<file path="src/hw/rtl/ttid_pkg.sv">
// Shared types, constants and the helper function of the tap tempo interval detector.
package ttid_pkg;

	localparam int STAMP_W     = 32;
	localparam int RATIO_W     = 8;
	localparam int BPM_W       = 26;
	localparam int PROD_W      = STAMP_W + RATIO_W;
	localparam int SUM_W       = STAMP_W + 2;
	localparam int DIGIT_W     = 4;
	localparam int SUM_DIGITS  = (SUM_W + DIGIT_W - 1) / DIGIT_W;
	localparam int SUM_SR_W    = SUM_DIGITS * DIGIT_W;
	localparam int RING_DEPTH  = 4;
	localparam int SLOT_W      = 2;
	localparam int CH_IN_W     = 2;
	localparam int IN_DATA_W   = 64;
	localparam int OUT_DATA_W  = 96;
	localparam int OUT_USER_W  = 4;
	localparam int CFG_IDX_W   = 1;
	localparam int DIV_STEPS   = BPM_W;
	localparam int DIV_CNT_W   = $clog2(DIV_STEPS);

	localparam logic [BPM_W-1:0]   BPM_DIVIDEND = BPM_W'(60000000);
	localparam logic [RATIO_W-1:0] NUM_RESET    = RATIO_W'(5);
	localparam logic [RATIO_W-1:0] DEN_RESET    = RATIO_W'(4);

	// Register indexes of the configuration port.
	localparam logic [CFG_IDX_W-1:0] REG_RATIO_NUM = 1'b0;
	localparam logic [CFG_IDX_W-1:0] REG_RATIO_DEN = 1'b1;

	typedef enum logic [2:0] {
		ST_IDLE,
		ST_READ,
		ST_SUM,
		ST_CALC,
		ST_DECIDE,
		ST_DIV,
		ST_DONE
	} ttid_state_t;

	typedef struct packed {
		logic [DIGIT_W-1:0] q;
		logic [1:0]         r;
	} ttid_div3_t;

	// One radix-16 digit of a division by three: v = remainder * 16 + next digit.
	// Quotient digit by multiplying with 43/128, exact for v below 48.
	function automatic ttid_div3_t div3_digit(input logic [DIGIT_W+1:0] v);
		logic [11:0] prod;
		ttid_div3_t  res;
		prod  = 12'(v) * 12'd43;
		res.q = prod[10:7];
		res.r = 2'(v - (6'(res.q) * 6'd3));
		return res;
	endfunction

endpackage

</file>
<file path="src/hw/rtl/ttid_bpm_div.sv">
// Bit-serial restoring divider that turns the average interval into beats per minute.
module ttid_bpm_div import ttid_pkg::*; (
	input  logic                clk,
	input  logic                arst_n,
	input  logic                start,
	input  logic [STAMP_W-1:0]  divisor,
	output logic                done,
	output logic [BPM_W-1:0]    quotient
);

	logic                 busy_q;
	logic                 done_q;
	logic                 zero_q;
	logic [DIV_CNT_W-1:0] cnt_q;
	logic [STAMP_W-1:0]   div_q;
	logic [BPM_W-1:0]     dvd_sr_q;
	logic [BPM_W-1:0]     rem_q;
	logic [BPM_W-1:0]     quo_q;
	logic [BPM_W:0]       shifted;
	logic                 ge;
	logic [BPM_W:0]       diff;

	assign shifted = {rem_q, dvd_sr_q[BPM_W-1]};
	assign ge      = (STAMP_W'(shifted) >= div_q);
	assign diff    = shifted - div_q[BPM_W:0];

	always_ff @(posedge clk or negedge arst_n) begin
		if (!arst_n) begin
			busy_q <= 1'b0;
			done_q <= 1'b0;
			cnt_q  <= '0;
		end else begin
			done_q <= 1'b0;
			if (start) begin
				busy_q <= 1'b1;
				cnt_q  <= '0;
			end else if (busy_q) begin
				if (cnt_q == DIV_CNT_W'(DIV_STEPS - 1)) begin
					busy_q <= 1'b0;
					done_q <= 1'b1;
				end
				cnt_q <= cnt_q + 1'b1;
			end
		end
	end

	always_ff @(posedge clk) begin
		if (start) begin
			div_q    <= divisor;
			zero_q   <= (divisor == '0);
			dvd_sr_q <= BPM_DIVIDEND;
			rem_q    <= '0;
			quo_q    <= '0;
		end else if (busy_q) begin
			// remainder stays below 2^26, as it never exceeds the dividend prefix
			rem_q    <= ge ? diff[BPM_W-1:0] : shifted[BPM_W-1:0];
			quo_q    <= {quo_q[BPM_W-2:0], ge};
			dvd_sr_q <= {dvd_sr_q[BPM_W-2:0], 1'b0};
		end
	end

	assign done     = done_q;
	assign quotient = zero_q ? BPM_DIVIDEND : quo_q;

endmodule

</file>
<file path="src/hw/rtl/tap_tempo_interval_detector.sv">
// Top level of the tap tempo interval detector: stream ports, ring store and lock logic.
// An ignored request (repeated stamp or unknown channel) goes straight to its result; an
// accepted one reads the ring, then runs the 9-digit division by three beside the 8-step
// ratio products, and a lock adds the 26-step bit-serial divider for the tempo. One request
// is in work at a time; the next is taken once the result sits in the output register.
// Reset clears every store at once.
module tap_tempo_interval_detector import ttid_pkg::*; #(
	parameter int CHANNELS = 4
) (
	input  logic                  clk,
	input  logic                  arst_n,
	// request stream
	input  logic                  s_tvalid,
	output logic                  s_tready,
	input  logic [IN_DATA_W-1:0]  s_tdata,   // [31:0] trigger_time, [63:32] now_ticks
	input  logic [CH_IN_W-1:0]    s_tuser,   // [1:0] channel
	// result stream
	output logic                  m_tvalid,
	input  logic                  m_tready,
	output logic [OUT_DATA_W-1:0] m_tdata,   // [25:0] tempo_bpm, [57:26] beat_interval,
	                                         // [89:58] lock_stamp, [95:90] zero
	output logic [OUT_USER_W-1:0] m_tuser,   // [1:0] out_channel, [2] accepted, [3] locked
	// configuration writes
	input  logic                  cfg_valid,
	output logic                  cfg_ready,
	input  logic [CFG_IDX_W-1:0]  cfg_index,
	input  logic [RATIO_W-1:0]    cfg_data
);

	localparam int CH_W         = (CHANNELS > 1) ? $clog2(CHANNELS) : 1;
	localparam int ADDR_W       = CH_W + SLOT_W;
	localparam int RING_ENTRIES = CHANNELS * RING_DEPTH;

	ttid_state_t state_q, state_d;

	// configuration
	logic [RATIO_W-1:0] num_q, den_q;

	// per-channel stores
	logic [STAMP_W-1:0] last_trig_q [CHANNELS];
	logic [SLOT_W-1:0]  slot_q      [CHANNELS];
	logic [BPM_W-1:0]   bpm_st_q    [CHANNELS];
	logic [STAMP_W-1:0] int_st_q    [CHANNELS];
	logic [STAMP_W-1:0] tick_st_q   [CHANNELS];

	// stamp ring: memory with one valid bit per entry, unwritten entries read as zero
	logic [STAMP_W-1:0]      ring_mem [RING_ENTRIES];
	logic [RING_ENTRIES-1:0] ring_vld_q;
	logic [STAMP_W-1:0]      rd_data_q;
	logic                    rd_vld_q;
	logic [STAMP_W-1:0]      rd_val;
	logic [ADDR_W-1:0]       rd_addr;
	logic [ADDR_W-1:0]       wr_addr;

	// request held while in work
	logic [CH_IN_W-1:0] ch_q;
	logic [CH_W-1:0]    idx_q;
	logic               ok_q;
	logic               acc_q;
	logic               lock_q;
	logic [STAMP_W-1:0] stamp_q;
	logic [STAMP_W-1:0] tick_q;
	logic [SLOT_W-1:0]  slot_cur_q;
	logic [3:0]         step_q;

	// intervals, ratio products and average
	logic [STAMP_W-1:0]  prev_q, d0_q, d1_q, d2_q;
	logic [STAMP_W-1:0]  diff_prev;
	logic [SUM_W-1:0]    sum_q;
	logic [SUM_SR_W-1:0] sum_sr_q;
	logic [SUM_SR_W-1:0] quo3_q;
	logic [1:0]          rem3_q;
	ttid_div3_t          dig;
	logic [RATIO_W-1:0]  num_sr_q, den_sr_q;
	logic [PROD_W-1:0]   p0n_q, p1d_q, p2d_q, p0d_q, p2n_q;
	logic [STAMP_W-1:0]  avg;
	logic                lock_c;
	logic [BPM_W-1:0]    bpm_q;

	// tempo divider
	logic             div_start;
	logic             div_done;
	logic [BPM_W-1:0] div_quo;

	// input decode
	logic [CH_IN_W-1:0] in_ch;
	logic [CH_W-1:0]    in_idx;
	logic               in_ok;
	logic [STAMP_W-1:0] in_stamp;
	logic [STAMP_W-1:0] in_tick;
	logic               in_acc;
	logic               s_fire;

	// output register
	logic                  m_tvalid_q;
	logic [OUT_DATA_W-1:0] m_tdata_q;
	logic [OUT_USER_W-1:0] m_tuser_q;
	logic                  out_free;
	logic                  out_load;
	logic                  rd_en;
	logic                  wr_en;
	logic [BPM_W-1:0]      res_bpm;
	logic [STAMP_W-1:0]    res_int;
	logic [STAMP_W-1:0]    res_tick;

	assign in_ch    = s_tuser;
	assign in_idx   = CH_W'(in_ch);
	assign in_ok    = (5'(in_ch) < 5'(CHANNELS));
	assign in_stamp = s_tdata[STAMP_W-1:0];
	assign in_tick  = s_tdata[IN_DATA_W-1:STAMP_W];
	assign in_acc   = in_ok && (in_stamp != last_trig_q[in_idx]);
	assign s_fire   = s_tvalid && s_tready;

	assign cfg_ready = 1'b1;

	always_ff @(posedge clk or negedge arst_n) begin
		if (!arst_n) begin
			num_q <= NUM_RESET;
			den_q <= DEN_RESET;
		end else if (cfg_valid && cfg_ready) begin
			case (cfg_index)
				REG_RATIO_NUM: num_q <= cfg_data;
				REG_RATIO_DEN: den_q <= cfg_data;
				default: ;
			endcase
		end
	end

	//--------------------------------------------------------------------------
	// Sequencer
	//--------------------------------------------------------------------------
	always_ff @(posedge clk or negedge arst_n) begin
		if (!arst_n) begin
			state_q <= ST_IDLE;
		end else begin
			state_q <= state_d;
		end
	end

	assign out_free = !m_tvalid_q || m_tready;

	always_comb begin
		state_d = state_q;
		case (state_q)
			ST_IDLE:   if (s_fire) state_d = in_acc ? ST_READ : ST_DONE;
			ST_READ:   if (step_q[1:0] == 2'd3) state_d = ST_SUM;
			ST_SUM:    state_d = ST_CALC;
			ST_CALC:   if (step_q == 4'(SUM_DIGITS - 1)) state_d = ST_DECIDE;
			ST_DECIDE: state_d = lock_c ? ST_DIV : ST_DONE;
			ST_DIV:    if (div_done) state_d = ST_DONE;
			ST_DONE:   if (out_free) state_d = ST_IDLE;
			default:   state_d = ST_IDLE;
		endcase
	end

	always_comb begin
		s_tready  = 1'b0;
		rd_en     = 1'b0;
		wr_en     = 1'b0;
		div_start = 1'b0;
		out_load  = 1'b0;
		case (state_q)
			ST_IDLE:   s_tready  = 1'b1;
			ST_READ: begin
				rd_en = 1'b1;
				wr_en = (step_q[1:0] == 2'd0);
			end
			ST_DECIDE: div_start = lock_c;
			ST_DONE:   out_load  = out_free;
			default: ;
		endcase
	end

	//--------------------------------------------------------------------------
	// Stamp ring
	//--------------------------------------------------------------------------
	// Write the new stamp into its slot, read the three older slots after it.
	assign wr_addr = {idx_q, slot_cur_q};
	assign rd_addr = {idx_q, SLOT_W'(slot_cur_q + step_q[1:0] + 2'd1)};
	assign rd_val  = rd_vld_q ? rd_data_q : '0;

	always_ff @(posedge clk) begin
		if (wr_en) begin
			ring_mem[wr_addr] <= stamp_q;
		end
		if (rd_en) begin
			rd_data_q <= ring_mem[rd_addr];
		end
	end

	always_ff @(posedge clk or negedge arst_n) begin
		if (!arst_n) begin
			ring_vld_q <= '0;
			rd_vld_q   <= 1'b0;
		end else begin
			if (wr_en) begin
				ring_vld_q[wr_addr] <= 1'b1;
			end
			if (rd_en) begin
				rd_vld_q <= ring_vld_q[rd_addr];
			end
		end
	end

	//--------------------------------------------------------------------------
	// Datapath
	//--------------------------------------------------------------------------
	assign diff_prev = rd_val - prev_q;
	assign dig       = div3_digit({rem3_q, sum_sr_q[SUM_SR_W-1 -: DIGIT_W]});
	assign avg       = quo3_q[STAMP_W-1:0];
	assign lock_c    = (p1d_q < p0n_q) && (p2d_q < p0n_q) && (p0d_q < p2n_q);

	always_ff @(posedge clk) begin
		case (state_q)
			ST_IDLE: begin
				if (s_fire) begin
					ch_q       <= in_ch;
					idx_q      <= in_idx;
					ok_q       <= in_ok;
					acc_q      <= in_acc;
					lock_q     <= 1'b0;
					stamp_q    <= in_stamp;
					tick_q     <= in_tick;
					slot_cur_q <= slot_q[in_idx];
					step_q     <= '0;
				end
			end
			ST_READ: begin
				// read data is registered and arrives in the cycle after its address
				case (step_q[1:0])
					2'd1: prev_q <= rd_val;
					2'd2: begin
						d0_q   <= diff_prev;
						prev_q <= rd_val;
					end
					2'd3: begin
						d1_q  <= diff_prev;
						d2_q  <= stamp_q - rd_val;
						sum_q <= SUM_W'(d0_q) + SUM_W'(diff_prev);
					end
					default: ;
				endcase
				step_q <= step_q + 1'b1;
			end
			ST_SUM: begin
				sum_sr_q <= SUM_SR_W'(sum_q + SUM_W'(d2_q));
				quo3_q   <= '0;
				rem3_q   <= '0;
				num_sr_q <= num_q;
				den_sr_q <= den_q;
				p0n_q    <= '0;
				p1d_q    <= '0;
				p2d_q    <= '0;
				p0d_q    <= '0;
				p2n_q    <= '0;
				step_q   <= '0;
			end
			ST_CALC: begin
				// divide the sum by three, one hex digit a cycle
				sum_sr_q <= {sum_sr_q[SUM_SR_W-DIGIT_W-1:0], {DIGIT_W{1'b0}}};
				quo3_q   <= {quo3_q[SUM_SR_W-DIGIT_W-1:0], dig.q};
				rem3_q   <= dig.r;
				// ratio products, one bit of num and den a cycle, msb first
				if (step_q < 4'(RATIO_W)) begin
					p0n_q    <= {p0n_q[PROD_W-2:0], 1'b0} + (num_sr_q[RATIO_W-1] ? PROD_W'(d0_q) : '0);
					p2n_q    <= {p2n_q[PROD_W-2:0], 1'b0} + (num_sr_q[RATIO_W-1] ? PROD_W'(d2_q) : '0);
					p1d_q    <= {p1d_q[PROD_W-2:0], 1'b0} + (den_sr_q[RATIO_W-1] ? PROD_W'(d1_q) : '0);
					p2d_q    <= {p2d_q[PROD_W-2:0], 1'b0} + (den_sr_q[RATIO_W-1] ? PROD_W'(d2_q) : '0);
					p0d_q    <= {p0d_q[PROD_W-2:0], 1'b0} + (den_sr_q[RATIO_W-1] ? PROD_W'(d0_q) : '0);
					num_sr_q <= {num_sr_q[RATIO_W-2:0], 1'b0};
					den_sr_q <= {den_sr_q[RATIO_W-2:0], 1'b0};
				end
				step_q <= step_q + 1'b1;
			end
			ST_DECIDE: lock_q <= lock_c;
			ST_DIV:    if (div_done) bpm_q <= div_quo;
			default: ;
		endcase
	end

	ttid_bpm_div u_bpm_div (
		.clk      (clk),
		.arst_n   (arst_n),
		.start    (div_start),
		.divisor  (avg),
		.done     (div_done),
		.quotient (div_quo)
	);

	//--------------------------------------------------------------------------
	// Commit and result
	//--------------------------------------------------------------------------
	// Report the channel's stores as they stand after this request.
	always_comb begin
		res_bpm  = '0;
		res_int  = '0;
		res_tick = '0;
		if (ok_q) begin
			res_bpm  = lock_q ? bpm_q  : bpm_st_q[idx_q];
			res_int  = lock_q ? avg    : int_st_q[idx_q];
			res_tick = lock_q ? tick_q : tick_st_q[idx_q];
		end
	end

	always_ff @(posedge clk or negedge arst_n) begin
		if (!arst_n) begin
			for (int i = 0; i < CHANNELS; i++) begin
				last_trig_q[i] <= '0;
				slot_q[i]      <= '0;
				bpm_st_q[i]    <= '0;
				int_st_q[i]    <= '0;
				tick_st_q[i]   <= '0;
			end
		end else if (out_load && acc_q) begin
			last_trig_q[idx_q] <= stamp_q;
			slot_q[idx_q]      <= slot_cur_q + 1'b1;
			if (lock_q) begin
				bpm_st_q[idx_q]  <= bpm_q;
				int_st_q[idx_q]  <= avg;
				tick_st_q[idx_q] <= tick_q;
			end
		end
	end

	always_ff @(posedge clk or negedge arst_n) begin
		if (!arst_n) begin
			m_tvalid_q <= 1'b0;
		end else if (out_load) begin
			m_tvalid_q <= 1'b1;
		end else if (m_tready) begin
			m_tvalid_q <= 1'b0;
		end
	end

	always_ff @(posedge clk) begin
		if (out_load) begin
			m_tdata_q <= {{(OUT_DATA_W - BPM_W - 2 * STAMP_W){1'b0}}, res_tick, res_int, res_bpm};
			m_tuser_q <= {lock_q, acc_q, ch_q};
		end
	end

	assign m_tvalid = m_tvalid_q;
	assign m_tdata  = m_tdata_q;
	assign m_tuser  = m_tuser_q;

endmodule

</file>
<file path="config.mk">
export PLATFORM = sky130hd
export DESIGN_NAME = tap_tempo_interval_detector
export DESIGN_NICKNAME = d
export VERILOG_FILES = /design/src/hw/rtl/ttid_pkg.sv /design/src/hw/rtl/ttid_bpm_div.sv /design/src/hw/rtl/tap_tempo_interval_detector.sv
export SDC_FILE = /design/constraint.sdc
export NUM_CORES = 2
export LEC_CHECK = 0
export BUFFER_PORTS_ARGS = -buffer_cell sky130_fd_sc_hd__buf_2
export CORE_UTILIZATION = 35
export DETAILED_ROUTE_END_ITERATION = 6
export SETUP_SLACK_MARGIN = 0.2
export SYNTH_ARGS = -nofsm -noshare
export SYNTH_HDL_FRONTEND = slang
export SYNTH_SLANG_ARGS = --single-unit
</file>
<file path="constraint.sdc">
create_clock -name clk -period 23 [get_ports clk]
set_clock_uncertainty 0.2 [all_clocks]
set_input_delay 1.15 -clock clk [delete_from_list [all_inputs] [get_ports clk]]
set_output_delay 1.15 -clock clk [all_outputs]
set_load 0.03 [all_outputs]
</file>
* After elaboration in Yosys (flattened, before gate mapping)
Memories as Yosys holds them, arrays and structs flattened. A register that Yosys moved wholly into a read port is not among the register bits.
Index checks and enable logic that the tools add are counted.
** Operators by class
- $add $sub $neg :: 16
- $mul :: 2
- $lt $le $gt $ge :: 11
- Equal/unequal tests :: 18
- Muxes and demuxes :: 86
- Bitwise gates (word level) :: 4
- Reduce and logical (&&, ||, !) cells :: 30
** Operator list (count)
- 2-to-1 mux 32 bit :: 15
- case mux 40 bit (2 select lines) :: 5
- bitwise mux 128 bit :: 3
- adder 40 x 32 -> 40 bit :: 5
- 2-to-1 mux 40 bit :: 5
- binary-select mux 32 bit (select 2 bit) :: 3
- 2-to-1 mux 26 bit :: 5
- less-than comparator 40 bit :: 3
- bitwise mux 104 bit :: 1
- case mux 36 bit (2 select lines) :: 1
- demux 32 bit (select 2 bit) :: 1
- case mux 32 bit (2 select lines) :: 1
- subtractor 32 bit :: 2
- binary-select mux 26 bit (select 2 bit) :: 1
- demux 26 bit (select 2 bit) :: 1
- adder 34 x 32 -> 35 bit :: 1
- adder 32 x 32 -> 33 bit :: 1
- greater-or-equal comparator 27 x 32 -> 1 bit :: 1
- logical NOT 32 bit :: 1
- != test 32 bit :: 1
- case mux 8 bit (2 select lines) :: 2
- subtractor 26 bit :: 1
- AND reduction 2 bit :: 11
- case mux 3 bit (7 select lines) :: 1
- 47 further kinds :: 95
** Storage, ports and cells
- Register bits :: 1285
- Memory bits (writable) :: 512
- Input bits :: 80
- Output and inout bits :: 103
- Logic and storage cells :: 227
- Memories :: 1
** Memory list
- ring_mem :: depth 16, width 32, read ports 1, clocked after Yosys merged registers in 1, write ports 1, line tap_tempo_interval_detector.sv:47 : logic [STAMP_W-1:0] ring_mem [RING_ENTRIES];

* Depth between registers and ports, before layout
- Word-level depth :: 8
- Gate-level depth with buffers :: 26
- Mapped depth without buffers :: 24

* Cells and area by module
A second synthesis with hierarchy kept.
** Unflattened totals
- Cell total of the unflattened synthesis :: 6813
- Area total of the unflattened synthesis :: 90121.4 um2
** By module, submodules not included
- tap_tempo_interval_detector :: instances 1, cells an instance 6224, area each 84390.9 um2, seq. area each 48925.7 um2
- ttid_bpm_div :: instances 1, cells an instance 589, area each 5730.5 um2, seq. area each 2567.5 um2

* Least setup slack after synthesis
OpenSTA, ideal clock, no wires.
- Path kind :: register to register
- Start :: register state_q[1]
- End :: register den_sr_q[0], enable pin
- Library setup time :: 1.122 ns
- Arrival time :: 19.829 ns
- Setup slack :: 1.849 ns
- Cell stages (with the launch flop) :: 5
- Path buffers :: 2
- Clock period less this slack :: 21.151 ns
- Cell sequence :: dfrtp_1 -> clkbuf_1 -> clkbuf_1 -> nor2b_1 -> a21boi_0
** On the way
- Longest elaborated chain between the ends :: 3
- Elaborated cells on any way between the ends :: 5
** RTL lines
- from (decl) :: line tap_tempo_interval_detector.sv:34 : ttid_state_t state_q, state_d;
- from (signal assigned) :: line tap_tempo_interval_detector.sv:136 : state_q <= state_d;
- == test 3 x 2 -> 1 bit :: line tap_tempo_interval_detector.sv:214 : case (state_q)
- != test 2 bit (no source line) / nonzero test 2 bit (equally long branches)
- AND reduction 2 bit (no source line) *
- to (signal assigned) :: line tap_tempo_interval_detector.sv:250 : den_sr_q <= den_q;
- to (signal assigned) :: line tap_tempo_interval_detector.sv:271 : den_sr_q <= {den_sr_q[RATIO_W-2:0], 1'b0};
- to (decl) :: line tap_tempo_interval_detector.sv:74 : logic [RATIO_W-1:0] num_sr_q, den_sr_q;
Every way passes the cells marked *; elsewhere a longest branch is shown, timed or not.
A chain may end at the register's enable or synchronous reset.

* Worst setup path after layout
- Start :: register rd_vld_q
- End :: register sum_q[30], data pin
** On the way
- Longest elaborated chain between the ends :: 3
** RTL lines
- from (decl) :: line tap_tempo_interval_detector.sv:50 : logic rd_vld_q;
- from (signal assigned) :: line tap_tempo_interval_detector.sv:200 : rd_vld_q <= ring_vld_q[rd_addr];
- 2-to-1 mux 32 bit :: line tap_tempo_interval_detector.sv:180 : assign rd_val = rd_vld_q ? rd_data_q : '0;
- subtractor 32 bit :: line tap_tempo_interval_detector.sv:208 : assign diff_prev = rd_val - prev_q;
- net diff_prev[16] :: line tap_tempo_interval_detector.sv:68 : logic [STAMP_W-1:0] diff_prev;
- adder 32 x 32 -> 33 bit :: line tap_tempo_interval_detector.sv:239 : sum_q <= SUM_W'(d0_q) + SUM_W'(diff_prev);
- to (signal assigned) :: line tap_tempo_interval_detector.sv:239
- to (decl) :: line tap_tempo_interval_detector.sv:69 : logic [SUM_W-1:0] sum_q;
The timed path passes the listed nets, and every way through them passes these cells.

==> summary.md <==
| Metric | Value |
|---|---|
| Dpl hpwl | `149000 µm` |
| Pins Over Slew Limit | `0` |
| Setup TNS Final | `0 ns` |
| Critical path type | `flop to flop` |
| Synth area leaders | `edfxtp_1 41%, dfrtp_1 15%, mux4_2 7.3%, ha_1 6.4%, mux2_2 5.9%` |
| Die X | `just over 500 µm` |
| Synthesis-to-layout area growth | `12.8%` |
| Setup bufs post-CTS | `0` |
| Startpoint Class | `flop` |
| Crit-path most repeated cell | `a21oi_1` |
| Period utilisation layout | `27.3%` |
| Area of the die | `258000 µm²` |
| Max_cap viols | `0` |
| Crit-path cells | `buf_4 -> nand2_1 -> ha_1 -> inv_1 -> fa_1 -> a211oi_1 -> o21a_1 -> o22ai_1 -> o21ai_0 -> nand2b_1 -> a21oi_1 -> o21bai_1 -> a21oi_1 -> xnor2_1 -> ha_1 -> and2_1 -> and3_1 -> a221o_1 -> o211ai_1 -> a31oi_1 -> or4_1 -> a31o_2 -> a21oi_1 -> xnor2_1` |
| Post-synth top area share | `40.8%` |
| Crit-path max FO | `33` |
| Tmin final | `roughly 6.3 ns` |
| FF/Latch Area | `51500 µm²` |
| Core area | `around 250000 µm²` |
| RSZ-0062 raised after global routing | `false` |
| CTS tree | `yes` |
| Slowest-stage cell, CP | `or4_1` |
| Min-delay worst type | `primary input to async pin` |
| Buf+Inv Stages, Crit Path | `2` |
| Placement Cell Area | `94800 µm²` |
| Worst skew pair latency | `0.88 ns` |
| Post-synth EDFFs | `1218` |
| Asr flop ratio synth | `29.5%` |
| I/O pins | `183` |
| Layout Cells excl Fill | `10500` |
| Routability Congestion | `0.894` |
| Die height | `508 µm` |
| Count of state elements after synthesis | `1828` |
| Routed vias | `55500` |
| Routed len/inst | `about 21 µm` |
| Worst-path clk slew | `about 0.06 ns` |
| Top FF cell, synth | `edfxtp_1` |
| CTS resizes | `0` |
| Pwr per Cell Area | `122 nW/µm²` |
| Status | `finished clean` |
| Area of the multi-input gates | `36400 µm²` |
| Placed Cells incl. Taps | `10200` |
| Initial DRC Count | `4550` |
| Clock sinks | `about 1800` |
| Final Hold Fails | `0` |
| Cell family with most CP delay | `compound AO/OA/AOI/OAI gates` |
| Total track usage | `17.3%` |
| Leakage | `41.1 nW` |
| WP data required | `23.40 ns` |
| DRC violations left | `0` |
| CP arrival | `6.68 ns` |
| Starting Density | `35.2%` |
| Total CTS buffers | `189` |
| # hold bufs at CTS | `0` |
| Grt ovf | `0` |
| Largest net degree at the start of global routing | `between 150 and 200` |
| Yosys warnings | `0` |
| DRT antenna net count | `0` |
| Actual slew at the worst max-slew pin | `1.08 ns` |
| Seq/Total Area, Yosys | `between 50% and 60%` |
| # fillers | `23500` |
| Worst setup margin | `16.72 ns` |
| Syn Std Cell Area | `about 90000 µm²` |
| CTS max path bufs | `3` |
| Fraction of layout cells with a size suffix above 1 | `19.7%` |
| Synth Instances | `6776` |
| Initial antenna violation count | `3` |
| Final nets | `7546` |
| Initial DRT Pass Iterations | `5` |
| Std cell rows | `185` |
| Max-slew headroom | `a little over a quarter` |
| Vias in the first global route | `56700` |
| First-pass GRT wire length | `344000 µm` |
| Drt via density | `5.27` |
| Root buffer cell | `clkbuf_16` |
| Number of I/O port buffers | `approximately 180` |
| Max rail drop VDD | `0.000124 V` |
| Synth unique cells | `79` |
| Total Wirelength | `225000 µm` |
| Syn avg cell area | `13.2 µm²` |
| Pre-CTS setup slack | `16.54 ns` |
| Fin area | `101000 µm²` |
| Endpoints failing setup | `0` |
| CTS HTree Levels | `4` |
| Crit end category | `flop` |
| Slowest stage delay, CP | `0.46 ns` |
| Max Fclk | `roughly 160 MHz` |
| Cell taking the most area after synthesis | `edfxtp_1` |
==> final cells by class <==
type,count,area share [%]
tap,3366,4.16
clock inverter,95,1.07
inverter,274,1.02
sequential,1828,50.9
multi-input combinational,4424,36.0
timing repair buffer,274,1.64
antenna,3,0.00742
clock buffer,260,5.20
==> registers in the layout, indices dropped and copies added, names as in the netlist, 33 cells and up <==
register and count:
ring_mem 512, int_st_q 128, last_trig_q 128, tick_st_q 128
bpm_st_q 104, m_tdata 90, p0d_q 40, p0n_q 40
p1d_q 40, p2d_q 40, p2n_q 40, sum_sr_q 36
sum_q 33
==> metrics by stage <==
stage,hold WS (ns),utilization (%),power (mW)
3_5_place_dp,0.240,37.3,9.31
2_1_floorplan,0.223,-,8.36
6_report,0.127,39.8,12.4
5_1_grt,0.154,39.7,13.1
4_1_cts,0.137,39.7,12.5
3_3_place_gp,0.229,37.3,9.18
==> per-layer routing <==
metal,up-vias,wire length (µm),track usage [%]
met4,0,5740,4.92
met3,305,11100,2.49
met5,-,0,0
met2,1362,107000,28.7
met1,28200,101000,23.6
li1,25600,-,-
==> synthesized netlist by cell type, drive strengths merged, types with 186 or more instances <==
library cell / instances
edfxtp: 1218
ha: 461
and2: 188
nand2: 635
a21oi: 320
dfrtp: 537
nor2: 417
o21ai: 204
inv: 274
a21o: 186
clkbuf: 198
mux2: 470
mux4: 289
==> power by group <==
group          total, mW  switching, mW  leakage (nW)  internal [mW]
clock               3.12           1.35          3.08           1.76
combinational       4.35           2.43          19.2           1.92
sequential          4.89          0.457          18.8           4.43
==> worst reg2reg max path: cells and delay by family (launching register included) <==
family / cells / cell delay [ns]
compound gates: 12 / 2.87
simple gates: 5 / 1.07
fa+ha+maj: 3 / 0.92
flops: 1 / 0.36
xor+xnor: 2 / 0.30
buf+inv: 2 / 0.29
==> kinds of logic after synthesis <==
family                   share of synthesized area [%]
AO/OA/AOI/OAI                                     7.49
XOR/XNOR                                          3.03
adder cells (fa/ha/maj)                           6.75
buffers and inverters                             2.27
flip-flops                                        57.4
multiplexers                                      13.7
other                                          0.00838
AND/OR/NAND/NOR                                   9.36
==> cell usage in the layout (no fill, tap or decap), drive strengths merged, types with 74 or more instances in the layout <==
cell type / netlist / routed
nor3: 79 / 79
inv: 274 / 278
and2: 188 / 188
ha: 461 / 461
mux2: 470 / 470
clkbuf: 198 / 260
nand2: 635 / 635
xor2: 128 / 128
mux4: 289 / 289
and3: 82 / 82
a21o: 186 / 186
o21ai: 204 / 204
edfxtp: 1218 / 1218
nor2: 417 / 417
xnor2: 182 / 182
clkinv: 0 / 74
a21oi: 320 / 320
buf: 57 / 274
nor2b: 76 / 76
dfrtp: 537 / 537
==> path summary, 6_finish.rpt <==
path / startpoint / endpoint / slack, ns / cells past startpoint
min: arst_n / num_q[1] / 0.13 / 1
max reg2reg: rd_vld_q / sum_q[30] / 16.72 / 24
min in group clk: u_bpm_div.dvd_sr_q[8] / u_bpm_div.dvd_sr_q[8] / 0.25 / 1
max in group asynchronous: arst_n / last_trig_q[105] / 17.69 / 6
min reg2reg: u_bpm_div.dvd_sr_q[8] / u_bpm_div.dvd_sr_q[8] / 0.25 / 1
max: rd_vld_q / sum_q[30] / 16.72 / 24
(Power assumes the default switching activity.)
